$ cat config.mk
export PLATFORM = sky130hd
export DESIGN_NAME = esc_queue
export DESIGN_NICKNAME = d
export VERILOG_FILES = /design/src/design/esc_pkg.sv /design/src/design/esc_queue.sv
export SDC_FILE = /design/constraint.sdc
export NUM_CORES = 1
export LEC_CHECK = 0
export BUFFER_PORTS_ARGS = -buffer_cell sky130_fd_sc_hd__buf_2
export CAP_MARGIN = 40
export CELL_PAD_IN_SITES_DETAIL_PLACEMENT = 1
export CELL_PAD_IN_SITES_GLOBAL_PLACEMENT = 1
export CORE_MARGIN = 2
export CORE_UTILIZATION = 50
export CTS_BUF_LIST = sky130_fd_sc_hd__clkbuf_8 sky130_fd_sc_hd__clkbuf_16
export DETAILED_ROUTE_END_ITERATION = 10
export PLACE_DENSITY_LB_ADDON = 0.2
export SKIP_CTS_REPAIR_TIMING = 1
export SYNTH_ARGS = -nofsm -noshare
export SYNTH_HDL_FRONTEND = slang
export SYNTH_SLANG_ARGS = --single-unit
$ cat constraint.sdc
create_clock -name clk -period 10.6 [get_ports clk]
set_clock_uncertainty 0.1 [all_clocks]
set_input_delay 0.53 -clock clk [delete_from_list [all_inputs] [get_ports clk]]
set_output_delay 0.53 -clock clk [all_outputs]
set_load 0.03 [all_outputs]
$ cat src/design/esc_pkg.sv
package esc_pkg;

  localparam int unsigned QUEUE_DEPTH = 4;
  localparam int unsigned DIV_STEPS   = 64;
  localparam int unsigned ADDR_W      = 6;

  typedef enum logic [2:0] {
    REG_TEMP       = 3'd0,
    REG_PRESS_LOW  = 3'd1,
    REG_PRESS_HIGH = 3'd2,
    REG_MIXED      = 3'd3,
    REG_HUM        = 3'd4
  } reg_idx_t;

  // Calibration coefficients, extended to the width of the path that uses them
  typedef struct packed {
    logic [31:0] t1;
    logic [31:0] t2;
    logic [31:0] t3;
    logic [63:0] p1;
    logic [63:0] p2;
    logic [63:0] p3;
    logic [63:0] p4;
    logic [63:0] p5;
    logic [63:0] p6;
    logic [63:0] p7;
    logic [63:0] p8;
    logic [63:0] p9;
    logic [31:0] h1;
    logic [31:0] h2;
    logic [31:0] h3;
    logic [31:0] h4;
    logic [31:0] h5;
    logic [31:0] h6;
  } coef_t;

  // Pre-classified reading set handed from the front to the back
  typedef struct packed {
    logic [31:0] ta;
    logic [31:0] d;
    logic [15:0] hum;
    logic [20:0] pbase;
  } entry_t;

  // Results that ride alongside the pressure divider
  typedef struct packed {
    logic [31:0] tc;
    logic [16:0] hq;
    logic        inv;
    logic        neg;
  } side_t;

  // Partial products of a 64x64 multiply kept modulo 2^64
  typedef struct packed {
    logic [63:0] ll;
    logic [31:0] cr;
  } pp_t;

  function automatic coef_t decode_coefs(input logic [47:0] tc, input logic [63:0] pl,
                                         input logic [63:0] ph, input logic [47:0] mx,
                                         input logic [31:0] hm);
    coef_t c;
    c.t1 = {16'd0, tc[15:0]};
    c.t2 = {{16{tc[31]}}, tc[31:16]};
    c.t3 = {{16{tc[47]}}, tc[47:32]};
    c.p1 = {48'd0, pl[15:0]};
    c.p2 = {{48{pl[31]}}, pl[31:16]};
    c.p3 = {{48{pl[47]}}, pl[47:32]};
    c.p4 = {{48{pl[63]}}, pl[63:48]};
    c.p5 = {{48{ph[15]}}, ph[15:0]};
    c.p6 = {{48{ph[31]}}, ph[31:16]};
    c.p7 = {{48{ph[47]}}, ph[47:32]};
    c.p8 = {{48{ph[63]}}, ph[63:48]};
    c.p9 = {{48{mx[15]}}, mx[15:0]};
    c.h1 = {24'd0, mx[23:16]};
    c.h2 = {{16{mx[39]}}, mx[39:24]};
    c.h3 = {24'd0, mx[47:40]};
    c.h4 = {{20{hm[11]}}, hm[11:0]};
    c.h5 = {{20{hm[23]}}, hm[23:12]};
    c.h6 = {{24{hm[31]}}, hm[31:24]};
    return c;
  endfunction

  function automatic logic [31:0] asr32(input logic [31:0] x, input int unsigned k);
    return 32'($signed(x) >>> k);
  endfunction

  function automatic logic [63:0] asr64(input logic [63:0] x, input int unsigned k);
    return 64'($signed(x) >>> k);
  endfunction

  // Signed division by 2^k, truncating toward zero
  function automatic logic [31:0] sdiv_p2(input logic [31:0] x, input int unsigned k);
    logic [31:0] bias;
    bias = x[31] ? ((32'd1 << k) - 32'd1) : 32'd0;
    return 32'($signed(x + bias) >>> k);
  endfunction

  function automatic pp_t mul_pp(input logic [63:0] a, input logic [63:0] b);
    pp_t p;
    p.ll = 64'(a[31:0]) * 64'(b[31:0]);
    p.cr = 32'(a[31:0] * b[63:32]) + 32'(a[63:32] * b[31:0]);
    return p;
  endfunction

  function automatic logic [63:0] mul_fin(input pp_t p);
    return p.ll + {p.cr, 32'd0};
  endfunction

endpackage

$ cat src/design/esc_queue.sv
module esc_queue #(
  parameter int unsigned DEPTH = esc_pkg::QUEUE_DEPTH
) (
  input  logic            clk,
  input  logic            rst,
  input  logic            push,
  input  esc_pkg::entry_t wdata,
  output logic            full,
  output logic            q_valid,
  output esc_pkg::entry_t rdata,
  input  logic            pop
);

  localparam int unsigned PTR_W = (DEPTH > 1) ? $clog2(DEPTH) : 1;
  localparam int unsigned CNT_W = $clog2(DEPTH + 1);

  esc_pkg::entry_t mem [DEPTH];
  logic [PTR_W-1:0] wptr;
  logic [PTR_W-1:0] rptr;
  logic [CNT_W-1:0] count;
  logic             do_push;
  logic             do_pop;

  assign full    = (count == CNT_W'(DEPTH));
  assign q_valid = (count != '0);
  assign rdata   = mem[rptr];
  assign do_push = push && !full;
  assign do_pop  = pop && q_valid;

  // Advance pointers and occupancy
  always_ff @(posedge clk) begin
    if (rst) begin
      wptr  <= '0;
      rptr  <= '0;
      count <= '0;
    end else begin
      if (do_push) begin
        wptr <= (wptr == PTR_W'(DEPTH - 1)) ? '0 : wptr + 1'b1;
      end
      if (do_pop) begin
        rptr <= (rptr == PTR_W'(DEPTH - 1)) ? '0 : rptr + 1'b1;
      end
      if (do_push && !do_pop) begin
        count <= count + 1'b1;
      end else if (do_pop && !do_push) begin
        count <= count - 1'b1;
      end
    end
  end

  always_ff @(posedge clk) begin
    if (do_push) begin
      mem[wptr] <= wdata;
    end
  end

endmodule

## Word level (Yosys, flattened, before mapping)

Memory sizes are Yosys's and may differ from the RTL's. A register that Yosys moved wholly into a read port is not among the register bits.
Cells that the tools add are included.

| word-level totals | value |
|---|---|
| register bits | 7 |
| latch bits | 0 |
| memory bits (writable) | 404 |
| bits in read-only memories | 0 |
| input bits | 105 |
| output and inout port bits | 103 |
| logic and storage cells | 28 |
| memories | 1 |

Memory list:

| name | words | width | read ports | clocked after Yosys merged registers in | wr ports | RTL line | RTL |
|---|---|---|---|---|---|---|---|
| mem | 4 | 101 | 1 | 1 | 1 | esc_queue.sv:17 | `esc_pkg::entry_t mem [DEPTH];` |

| cells by class | value |
|---|---|
| add/sub/neg operators | 4 |
| multiply operators | 0 |
| div/mod/pow operators | 0 |
| magnitude comparators | 0 |
| equal/unequal tests | 3 |
| shift-type cells | 0 |
| mux-type cells | 8 |
| bitwise gates (word level) | 0 |
| reduce and logical (&&, ||, !) cells | 9 |

Operator list:

| operator | number |
|---|---|
| 2-to-1 mux 2 bit | 4 |
| 2-to-1 mux 3 bit | 2 |
| adder 2 x 1 -> 2 bit, second input constant | 2 |
| == test 2 bit, second input constant | 2 |
| logical AND 1 bit | 4 |
| adder 3 x 1 -> 3 bit, second input constant | 1 |
| == test 3 bit, second input constant | 1 |
| logical NOT 1 bit | 3 |
| nonzero test 3 bit | 1 |
| subtractor 3 x 1 -> 3 bit, second input constant | 1 |
| 2-to-1 mux 1 bit | 2 |
| nonzero test 2 bit | 1 |

## Longest topological paths before layout

| depth | value |
|---|---|
| word-level depth | 7 |
| gate-level depth with buffers | 10 |
| gate-level depth less buffers | 9 |

## Worst setup path after synthesis

OpenSTA, ideal clock, no wires.

| timing path | value |
|---|---|
| path type | reg-to-reg |
| start | register count[0] |
| end | memory mem[0][0] in the netlist's numbering (enable) |
| setup time | 472 ps |
| arrival | 3058 ps |
| required time | 10028 ps |
| path slack | 6970 ps |
| cell stages (with the launch flop) | 4 |
| path buffers | 1 |
| clock period less this slack | 3630 ps |
| cells stage by stage | dfxtp_1 or3b_1 buf_6 and3_1 |

| on the way | value |
|---|---|
| longest elaborated chain between the ends | 5 |

RTL lines:

| what | RTL line | RTL |
|---|---|---|
| from (decl) | esc_queue.sv:20 | `logic [CNT_W-1:0] count;` |
| from (signal assigned) | esc_queue.sv:44 | `count <= count + 1'b1;` |
| from (signal assigned) | esc_queue.sv:46 | `count <= count - 1'b1;` |
| == test 3 bit | esc_queue.sv:24 | `assign full = (count == CNT_W'(DEPTH));` |
| logical NOT 1 bit | esc_queue.sv:27 | `assign do_push = push && !full;` |
| logical AND 1 bit | esc_queue.sv:27 |  |
| 2-to-1 mux 1 bit | esc_queue.sv:52 | `if (do_push) begin` |
| 2-to-1 mux 1 bit (not written as such) | esc_queue.sv:53 | `mem[wptr] <= wdata;` |
| to (decl) | esc_queue.sv:17 |  |

Every way passes these cells.

==> impl_metrics.json <==
{
  "hold_viol_final": 0,
  "finalMaxSlewViolations": 0,
  "fp-row-count": 63,
  "cp.arrival_ns": 2.94,
  "cts_root_buffer": "clkbuf_16",
  "crit_fanout": 39,
  "cts_tree": "yes",
  "power.leakage_nw": 6.06,
  "status": "finished clean",
  "synthDominantCellAreaShare_pct": 80.4,
  "fin_nets": 928,
  "ant_nets": 0,
  "synth_cell_types": 25,
  "synth-seq-cells": 413,
  "grt_usage_pct": 19.6,
  "slew_headroom_pct": 41.3,
  "syn_avg_cell_area_um2": 26.1,
  "antenna_found_initial": 3,
  "synth_cells": 577,
  "synth_seq_area_share_pct": 81.6,
  "io_pins": 208,
  "dieArea_mm2": 0.0316,
  "synth_area_mm2": 0.0151,
  "h-tree-depth": 2,
  "cts_num_sinks": 413,
  "yosysTopAreaCell": "edfxtp_1",
  "clkLatencyLatePin_ns": 0.52,
  "fin_util_pct": 60.6,
  "peakVddDrop_uv": 165,
  "drive_above_1_share_pct": 45.9,
  "drt_iter0_drc": 377,
  "gp_congestion": 0.717,
  "die_h_um": 178,
  "dp_slack_ns": 7.46,
  "grt_pass1_vias": 7748,
  "power.density_mw_per_mm2": 253,
  "ys.warnings.count": 0,
  "period_needed_ns": 3.57,
  "grt_max_degree": 58,
  "clock.fmax_mhz": 280,
  "synth_area_leaders": "edfxtp_1 (80%), mux4_2 (15%), dfxtp_1 (1.2%)",
  "period_share_pct": 33.7,
  "required_ns": 9.97,
  "place_hpwl_mm": 18.2,
  "start_kind": "register",
  "syn2layout_area_growth_pct": 19.0,
  "clk_path_buf_depth": 3,
  "port-buffer-count": 207,
  "timing.max_cap.violations": 0,
  "fin_tns_setup_ns": 0,
  "grt_pass1_wl_mm": 45.8,
  "detail_route.wl_per_cell_um": 24.0,
  "rsz0062_at_grt": "false",
  "grt_overflow": 0,
  "end_kind": "primary output",
  "first_pass_iters": 4,
  "hp-class": "in -> reg",
  "dr_total_vias": 6831,
  "syn_nets": 689,
  "initial_core_util_pct": 50.9,
  "setup_viol": 0,
  "numCtsBuffers": 43,
  "die_w_um": 178,
  "fin_cells": 1242,
  "drc": 0,
  "vias_per_cell": 5.50,
  "path_clk_slew_ns": 0.06,
  "dp.cells": 1161,
  "core_area_mm2": 0.0296,
  "layout_setup_ws_ns": 7.03,
  "routed_wl_mm": 29.8,
  "critPathKind": "reg -> out",
  "tightest_slew_ns": 0.881
}
-- Yosys cell counts --
master    number
fa_1           1
buf_6         11
dfxtp_1        9
or3_1          3
nor3_1         1
inv_1          3
ha_1           6
a21oi_1        3
clkinv_4       1
o31ai_2        2
nor2_1         3
o21ai_0        1
xor2_1         2
and3_1         4
edfxtp_1     404
or3b_1         1
nand2_1        1
buf_2         10
bufinv_8       1
clkbuf_1       3
nand3_1        2
mux4_2       101
mux2i_1        2
o21ai_1        1
nor2_2         1
-- cells by family after synthesis --
logic type	after synthesis	synth area share, %
adders and majority gates	7	0.631
AOI/OAI and AO/OA	7	0.332
buffers and inverters	29	1.48
muxes	103	15.2
and+or+nand+nor	16	0.589
xor gates and xnor gates	2	0.116
DFF	413	81.6
-- cell usage in the layout (no fill, tap or decap), drive strengths merged, types with 3 or more instances in the layout --
master / count
inv: 11
ha: 6
and3: 4
clkinv: 22
buf: 218
edfxtp: 404
a21oi: 3
dfxtp: 9
mux4: 101
diode: 3
nor2: 4
clkbuf: 45
or3: 3
bufinv: 4
-- layout make-up --
cell class / count / area (um2)
Antenna cell: 3 / 7.51
Clock buffer: 45 / 1130
Clock inverter: 33 / 224
Fill cell: 2491 / 11700
Inverter: 5 / 37.5
Multi-Input combinational cell: 135 / 2570
Sequential cell: 413 / 12300
Tap cell: 390 / 488
Timing Repair Buffer: 218 / 1180
-- registers in the layout (all words and copies together), names as in the netlist, named ones only --
register,count
count,3
mem,404
rptr,2
wptr,2
-- worst paths after layout --
| path | start | endpoint | slack [ns] | cells past startpoint |
|---|---|---|---|---|
| setup / recovery | register | rdata[36] | 7.03 | 3 |
| hold / removal | wdata[54] | mem[0][54] | 0.12 | 1 |
| setup reg to reg | count[0] | mem[3][88] | 7.89 | 4 |
| hold reg to reg | rptr[0] | register | 0.41 | 2 |
-- metal layers --
| metal | up-vias | global-route usage, % | wire length (um) |
|---|---|---|---|
| met5 | - | 0 | 11 |
| met4 | 2 | 6.08 | 791 |
| met3 | 63 | 4.65 | 1810 |
| met2 | 178 | 34.3 | 15800 |
| met1 | 3607 | 24.2 | 11400 |
| li1 | 2981 | - | - |
-- critical path, cell delays in order (launching register included) --
cell and delay, ns:
dfxtp_4 0.78, buf_4 0.76, mux4_2 0.62, buf_2 0.20
-- power by group --
| group | total [W] | leakage (nW) | switching, W | internal, W |
|---|---|---|---|---|
| combinational | 0.00108 | 1.58 | 0.000679 | 0.000400 |
| sequential | 0.00205 | 3.78 | 0.0000786 | 0.00198 |
| clock | 0.00141 | 0.699 | 0.000577 | 0.000838 |
| total | 0.00455 | 6.06 | 0.00134 | 0.00321 |
-- per-stage QoR --
stage | area [um2] | total power [W] | hold WS, ns
after floorplan | 15100 | 0.00288 | 0.363
after global routing | 17900 | 0.00472 | 0.108
final | 18000 | 0.00455 | 0.120
after detailed placement | 16600 | 0.00319 | 0.400
after global placement | 16500 | 0.00315 | 0.383
after CTS | 17900 | 0.00461 | 0.0942
No activity file was read; power rests on OpenSTA's default activity.
