$ cat src/design/esc_pkg.sv
package esc_pkg;

  localparam int unsigned QUEUE_DEPTH = 4;
  localparam int unsigned DIV_STEPS   = 64;
  localparam int unsigned ADDR_W      = 6;

  typedef enum logic [2:0] {
    REG_TEMP       = 3'd0,
    REG_PRESS_LOW  = 3'd1,
    REG_PRESS_HIGH = 3'd2,
    REG_MIXED      = 3'd3,
    REG_HUM        = 3'd4
  } reg_idx_t;

  // Calibration coefficients, extended to the width of the path that uses them
  typedef struct packed {
    logic [31:0] t1;
    logic [31:0] t2;
    logic [31:0] t3;
    logic [63:0] p1;
    logic [63:0] p2;
    logic [63:0] p3;
    logic [63:0] p4;
    logic [63:0] p5;
    logic [63:0] p6;
    logic [63:0] p7;
    logic [63:0] p8;
    logic [63:0] p9;
    logic [31:0] h1;
    logic [31:0] h2;
    logic [31:0] h3;
    logic [31:0] h4;
    logic [31:0] h5;
    logic [31:0] h6;
  } coef_t;

  // Pre-classified reading set handed from the front to the back
  typedef struct packed {
    logic [31:0] ta;
    logic [31:0] d;
    logic [15:0] hum;
    logic [20:0] pbase;
  } entry_t;

  // Results that ride alongside the pressure divider
  typedef struct packed {
    logic [31:0] tc;
    logic [16:0] hq;
    logic        inv;
    logic        neg;
  } side_t;

  // Partial products of a 64x64 multiply kept modulo 2^64
  typedef struct packed {
    logic [63:0] ll;
    logic [31:0] cr;
  } pp_t;

  function automatic coef_t decode_coefs(input logic [47:0] tc, input logic [63:0] pl,
                                         input logic [63:0] ph, input logic [47:0] mx,
                                         input logic [31:0] hm);
    coef_t c;
    c.t1 = {16'd0, tc[15:0]};
    c.t2 = {{16{tc[31]}}, tc[31:16]};
    c.t3 = {{16{tc[47]}}, tc[47:32]};
    c.p1 = {48'd0, pl[15:0]};
    c.p2 = {{48{pl[31]}}, pl[31:16]};
    c.p3 = {{48{pl[47]}}, pl[47:32]};
    c.p4 = {{48{pl[63]}}, pl[63:48]};
    c.p5 = {{48{ph[15]}}, ph[15:0]};
    c.p6 = {{48{ph[31]}}, ph[31:16]};
    c.p7 = {{48{ph[47]}}, ph[47:32]};
    c.p8 = {{48{ph[63]}}, ph[63:48]};
    c.p9 = {{48{mx[15]}}, mx[15:0]};
    c.h1 = {24'd0, mx[23:16]};
    c.h2 = {{16{mx[39]}}, mx[39:24]};
    c.h3 = {24'd0, mx[47:40]};
    c.h4 = {{20{hm[11]}}, hm[11:0]};
    c.h5 = {{20{hm[23]}}, hm[23:12]};
    c.h6 = {{24{hm[31]}}, hm[31:24]};
    return c;
  endfunction

  function automatic logic [31:0] asr32(input logic [31:0] x, input int unsigned k);
    return 32'($signed(x) >>> k);
  endfunction

  function automatic logic [63:0] asr64(input logic [63:0] x, input int unsigned k);
    return 64'($signed(x) >>> k);
  endfunction

  // Signed division by 2^k, truncating toward zero
  function automatic logic [31:0] sdiv_p2(input logic [31:0] x, input int unsigned k);
    logic [31:0] bias;
    bias = x[31] ? ((32'd1 << k) - 32'd1) : 32'd0;
    return 32'($signed(x + bias) >>> k);
  endfunction

  function automatic pp_t mul_pp(input logic [63:0] a, input logic [63:0] b);
    pp_t p;
    p.ll = 64'(a[31:0]) * 64'(b[31:0]);
    p.cr = 32'(a[31:0] * b[63:32]) + 32'(a[63:32] * b[31:0]);
    return p;
  endfunction

  function automatic logic [63:0] mul_fin(input pp_t p);
    return p.ll + {p.cr, 32'd0};
  endfunction

endpackage

$ cat src/design/esc_if.sv
interface esc_in_if;
  logic        valid;
  logic        ready;
  logic [19:0] raw_temperature;
  logic [19:0] raw_pressure;
  logic [15:0] raw_humidity;

  modport source (output valid, raw_temperature, raw_pressure, raw_humidity, input ready);
  modport sink   (input valid, raw_temperature, raw_pressure, raw_humidity, output ready);
endinterface


$ cat src/design/esc_front.sv
module esc_front (
  input  logic            clk,
  input  logic            rst,
  esc_in_if.sink          sensor_in,
  input  esc_pkg::coef_t  coefs,
  output logic            ent_valid,
  output esc_pkg::entry_t ent,
  input  logic            ent_full
);

  logic push;

  assign push            = ent_valid && !ent_full;
  assign sensor_in.ready = !ent_valid || push;

  // Hold the transaction with its raw humidity and its first temperature and pressure terms
  always_ff @(posedge clk) begin
    if (rst) begin
      ent_valid <= 1'b0;
    end else if (sensor_in.ready) begin
      ent_valid <= sensor_in.valid;
    end
  end

  always_ff @(posedge clk) begin
    if (sensor_in.ready && sensor_in.valid) begin
      ent.ta    <= 32'(sensor_in.raw_temperature >> 3) - (coefs.t1 << 1);
      ent.d     <= 32'(sensor_in.raw_temperature >> 4) - coefs.t1;
      ent.hum   <= sensor_in.raw_humidity;
      ent.pbase <= 21'd1048576 - 21'(sensor_in.raw_pressure);
    end
  end

endmodule

$ cat src/flat_wrapper.sv
// flat-port wrapper written by rule: the top's interface ports become plain ports
module esc_front_flat 
  (clk, rst, coefs, ent_valid, ent, ent_full, sensor_in_valid, sensor_in_raw_temperature, sensor_in_raw_pressure, sensor_in_raw_humidity, sensor_in_ready);
  esc_in_if sensor_in_i ();
  input  logic clk;
  input  logic rst;
  input  esc_pkg::coef_t coefs;
  output logic ent_valid;
  output esc_pkg::entry_t ent;
  input  logic ent_full;
  input wire logic [$bits(sensor_in_i.valid)-1:0] sensor_in_valid;
  input wire logic [$bits(sensor_in_i.raw_temperature)-1:0] sensor_in_raw_temperature;
  input wire logic [$bits(sensor_in_i.raw_pressure)-1:0] sensor_in_raw_pressure;
  input wire logic [$bits(sensor_in_i.raw_humidity)-1:0] sensor_in_raw_humidity;
  output wire logic [$bits(sensor_in_i.ready)-1:0] sensor_in_ready;
  assign sensor_in_i.valid = sensor_in_valid;
  assign sensor_in_i.raw_temperature = sensor_in_raw_temperature;
  assign sensor_in_i.raw_pressure = sensor_in_raw_pressure;
  assign sensor_in_i.raw_humidity = sensor_in_raw_humidity;
  assign sensor_in_ready = sensor_in_i.ready;
  esc_front u_core (.clk(clk), .rst(rst), .sensor_in(sensor_in_i), .coefs(coefs), .ent_valid(ent_valid), .ent(ent), .ent_full(ent_full));
endmodule
$ cat config.mk
export PLATFORM = sky130hd
export DESIGN_NAME = esc_front_flat
export DESIGN_NICKNAME = d
export VERILOG_FILES = /design/src/design/esc_pkg.sv /design/src/design/esc_if.sv /design/src/design/esc_front.sv /design/src/flat_wrapper.sv
export SDC_FILE = /design/constraint.sdc
export NUM_CORES = 1
export LEC_CHECK = 0
export BUFFER_PORTS_ARGS = -buffer_cell sky130_fd_sc_hd__buf_4
export CELL_PAD_IN_SITES_DETAIL_PLACEMENT = 1
export CELL_PAD_IN_SITES_GLOBAL_PLACEMENT = 1
export CORE_AREA = 2 2 402 404
export DETAILED_ROUTE_END_ITERATION = 10
export DIE_AREA = 0 0 404 406
export PLACE_DENSITY_LB_ADDON = 0.1
export SLEW_MARGIN = 20
export SYNTH_ARGS = -nofsm -noshare
export SYNTH_HDL_FRONTEND = slang
export SYNTH_SLANG_ARGS = --single-unit
export TNS_END_PERCENT = 20
$ cat constraint.sdc
create_clock -name clk -period 3.32 [get_ports clk]
set_input_delay 0.332 -clock clk [delete_from_list [all_inputs] [get_ports clk]]
set_output_delay 0.332 -clock clk [all_outputs]
set_load 0.03 [all_outputs]
After elaboration in Yosys (flattened, before gate mapping)
Index checks and enable logic that the tools add are counted.

Bits in registers: 102. Bits in latches: 0. RAM bits: 0. Bits in read-only memories: 0. Bits of input ports: 924. Output and inout port bits: 103. Logic and storage cells: 13. Memories kept: 0.

$add $sub $neg: 3. Multiply operators: 0. Div/mod/pow operators: 0. Order comparisons: 0. Equality and inequality tests: 0. Shift-type cells: 0. Mux-type cells: 0. Bitwise logic cells: 0. Reductions and logical operators: 5.

Operator list (number): $sub 16x32->32 (1); $sub 17x32->32 (1); $sub 21x20->21 const A (1); $logic_and 1x1->1 (2); $logic_not 1->1 (2); $logic_or 1x1->1 (1).

Logic depth before layout (Yosys ltp)
Depth in word-level cells: 4. Gate-level depth with buffers: 9. Gate-level depth less buffers: 9.

Worst setup path before layout
No wires, ideal clock.

Kind: register to register. Start: reg u_core.ent_valid. End: reg u_core.ent[0] (netlist name). Library setup time: 0.435 ns. Data arrival time: 2.397 ns. Data required time: 2.885 ns. Path slack: 0.488 ns. Stages on the path, launching flop included: 3. Path buffers: 0. Period minus slack after synthesis: 2.832 ns. Cell sequence: dfxtp_1 > nand2_1 > and2_1.

Longest elaborated chain between the ends: 3. Elaborated cells between the ends (all ways): 4. Those cells by class: reduce/logical (4).

Ends and longest elaborated chain: start: declaration (line esc_front.sv:6) `output logic ent_valid,`; start signal: assignment (line esc_front.sv:21) `ent_valid <= sensor_in.valid;`; $logic_not 1->1 / $logic_and 1x1->1 (equally long branches) (line esc_front.sv:14, esc_front.sv:13); $logic_or 1x1->1 (*) (line esc_front.sv:14) `assign sensor_in.ready = !ent_valid || push;`; net sensor_in_ready (line flat_wrapper.sv:15) `output wire logic [$bits(sensor_in_i.ready)-1:0] sensor_in_ready;`; $logic_and 1x1->1 (*) (line esc_front.sv:26) `if (sensor_in.ready && sensor_in.valid) begin`.

The timed path passes the listed nets; every way through them passes the cells marked *. A chain may end at the register's enable or synchronous reset.

Final worst setup path
Start: in sensor_in_raw_temperature[4]. End: reg u_core.ent[65] (netlist name).

Longest elaborated chain between the ends: 1.

Ends and longest elaborated chain: start: declaration (line flat_wrapper.sv:12) `input wire logic [$bits(sensor_in_i.raw_temperature)-1:0] sensor_in_raw_temperature;`; $sub 16x32->32 (line esc_front.sv:28) `ent.d <= 32'(sensor_in.raw_temperature >> 4) - coefs.t1;`.

No other way between the ends.

==> impl_metrics.env <==
export IMPL_dr_pass1_iters=4
export IMPL_rsz0062_at_grt="false"
export IMPL_seqPwrFrac_pct=37.2
export IMPL_leakage_uw=0.00249
export IMPL_dpl_cell_count=2607
export IMPL_synthArstFlopShare_pct=0
export IMPL_worst_pin_slew_ps=892
export IMPL_start_util_pct=2.49
export IMPL_cts_htree_levels=3
export IMPL_hpwlAfterDp_um=21400
export IMPL_syn2layout_area_growth_pct=106
export IMPL_hold_viol=0
export IMPL_routed_via_density=1.27
export IMPL_fin_ws_ps=517
export IMPL_clk_path_buf_depth=2
export IMPL_final_cell_area_sq_um=8220
export IMPL_power_frac_comb_pct=26.7
export IMPL_synthesis_nets=1290
export IMPL_yosysWarnings=0
export IMPL_power_internal_uw=1910
export IMPL_place_congestion=0.618
export IMPL_yosysSeqAreaShare_pct=53.3
export IMPL_vias=3340
export IMPL_die_area_sq_um=164000
export IMPL_ctsResizeCount=0
export IMPL_clk_latency_ps=410
export IMPL_antenna_left=0
export IMPL_cts_buffers=9
export IMPL_die_height_um=406
export IMPL_p_per_area_nw_per_um2=369
export IMPL_diodes=0
export IMPL_drv_cap=0
export IMPL_drt_total_wl_um=25200
export IMPL_cts_root_buf="clkbuf_16"
export IMPL_period_share_pct=84.4
export IMPL_status="finished clean"
export IMPL_final_setup_viol_count=0
export IMPL_syn_avg_cell_area_sq_um=11.4
export IMPL_grt_pass1_wl_um=33400
export IMPL_synthTopCellsByArea="edfxtp_1 (53%), xnor2_1 (6.2%), buf_4 (5.8%)"
export IMPL_netlist_area_sq_um=3980
export IMPL_clk_pin_slew_ps=70
export IMPL_avgRoutedWirePerCell_um=9.59
export IMPL_cts_tree="done"
export IMPL_grt_pass1_vias=3788
export IMPL_synth_cell_types=44
export IMPL_ios=1027
export IMPL_hp_class="input port to register"
export IMPL_final_cell_mix="buf_4 (209), edfxtp_1 (70), xnor2_1 (28)"
export IMPL_route_detailed_drc=0
export IMPL_pwr_share_clk_pct=36.2
export IMPL_switchingPower_uw=1120
export IMPL_synth_edf_count=70
export IMPL_post_route_min_period_ps=2800
export IMPL_crit_arrival_ps=2930
export IMPL_holdBufCountCts=0
export IMPL_synth_top_area_cell="edfxtp_1"
export IMPL_clock_sinks=71
export IMPL_r2r_cells=3
export IMPL_finalNonFillerCells=2623
export IMPL_synth_top_area_share_pct=52.8
export IMPL_nFillCells=18972
export IMPL_crit_required_ps=3450
export IMPL_gr_total_overflow=0
export IMPL_track_usage_pct=3.11
export IMPL_io_buffers=191
export IMPL_first_iter_violations=78
export IMPL_p_sw_share_pct=36.9
export IMPL_grt_max_degree=36
export IMPL_max_freq_ghz=0.357
export IMPL_synth_seq_cells=71
export IMPL_worst_clock_skew_ps=16.0
export IMPL_ir_drop_mv=0.255
export IMPL_finalMaxSlewViolations=0
export IMPL_cp_end_kind="register"
export IMPL_path_max_fanout=4
export IMPL_synthCells=348
export IMPL_synth_main_ff_cell="edfxtp_1"
export IMPL_crit_type="input port to register"
export IMPL_min_path_cells=2
export IMPL_post_dp_cell_area_sq_um=7930
export IMPL_design_core_area_sq_um=160000
export IMPL_worst_slew_margin_rel_pct=39.9
export IMPL_rows=147
export IMPL_fin_nets=1474
export IMPL_cts_setup_buffers=0
export IMPL_start_kind="input port"
export IMPL_antenna_found_initial=6
export IMPL_dp_slack_ps=-90.2
export IMPL_final_common_cell="buf_4"
export IMPL_drive_gt1_share_pct=44.1
export IMPL_die_width_um=404
-- flip-flops by register name (all words and copies together), names as in the netlist --
name	flops
u_core.ent_valid	1
u_core.ent	70
-- layout make-up --
class	count	area (sq um)	area share, %
Multi-Input combinational cell	214	1510	18.4
Inverter	26	97.6	1.19
Sequential cell	71	2120	25.8
Tap cell	2086	2610	31.8
Clock buffer	9	225	2.74
Clock inverter	7	66.3	0.807
Timing Repair Buffer	210	1590	19.3
-- layer usage --
metal | vias up | track usage (%) | part of all wire (%)
li1 | 1588 | - | -
met1 | 1611 | 3.54 | 42
met2 | 116 | 5.03 | 49
met3 | 19 | 1.54 | 7.9
met4 | 6 | 1.10 | 1.5
met5 | - | 0 | 0.15
-- synth_stat cells (3+ instances only) --
library cell  count
edfxtp_1         70
buf_4            31
xnor2_1          28
inv_1            26
nor2_1           20
ha_1             17
o21ai_0          17
xor2_1           17
a21oi_1          16
nand2_1          14
nor3_1           14
a21o_1            6
clkbuf_1          6
nand3_1           5
nor4_1            5
o21a_1            5
and3_1            4
nand4_1           4
or3_1             4
or3_4             4
a31oi_1           3
and2_1            3
-- cell families (layout without fill, tap and decap cells) --
family,Yosys count,after routing,share of synthesized area (%)
flip-flops,71,71,53.3
adder cells (fa/ha/maj),18,18,5.84
AO/OA/AOI/OAI,64,64,10.3
buffers and inverters,63,252,8.86
AND/OR/NAND/NOR,87,87,11.8
XOR/XNOR,45,45,9.90
-- metrics by stage --
step | utilization [%] | hold slack [ps] | total power (uW) | TNS [ps]
after floorplan | - | 404 | 1590 | 0
after global placement | 4.97 | 501 | 2000 | -127
final | 5.15 | 81.9 | 3030 | 0
after detailed placement | 4.97 | 500 | 1990 | -116
after CTS | 5.15 | 25.6 | 3170 | 0
after global routing | 5.15 | 43.8 | 3210 | 0
-- path summary, 6_finish.rpt --
| path | to | slack, ps | from |
|---|---|---|---|
| setup / recovery | u_core.ent[65]$_DFFE_PP_ | 520 | sensor_in_raw_temperature[4] |
| hold / removal | u_core.ent_valid$_SDFFE_PP0N_ | 80 | rst |
| setup reg to reg | u_core.ent[18]$_DFFE_PP_ | 1880 | u_core.ent_valid$_SDFFE_PP0N_ |
| hold reg to reg | u_core.ent_valid$_SDFFE_PP0N_ | 530 | u_core.ent_valid$_SDFFE_PP0N_ |
-- power groups by stage --
stage	logic (uW)	clock network (uW)	registers, uW
2_1_floorplan	323	0	1260
3_3_place_gp	851	0	1150
3_5_place_dp	839	0	1150
4_1_cts	842	1200	1130
5_1_grt	874	1200	1140
6_report	808	1100	1130
-- critical path, cell delays in order --
cell and delay, ps:
buf_4 110, inv_1 50, ha_1 210, fa_1 250
nor2b_1 100, o2111ai_1 370, nand4_1 240, a31oi_1 640
nor3_1 140, xnor2_1 500
Power figures use the tool's default switching activity.
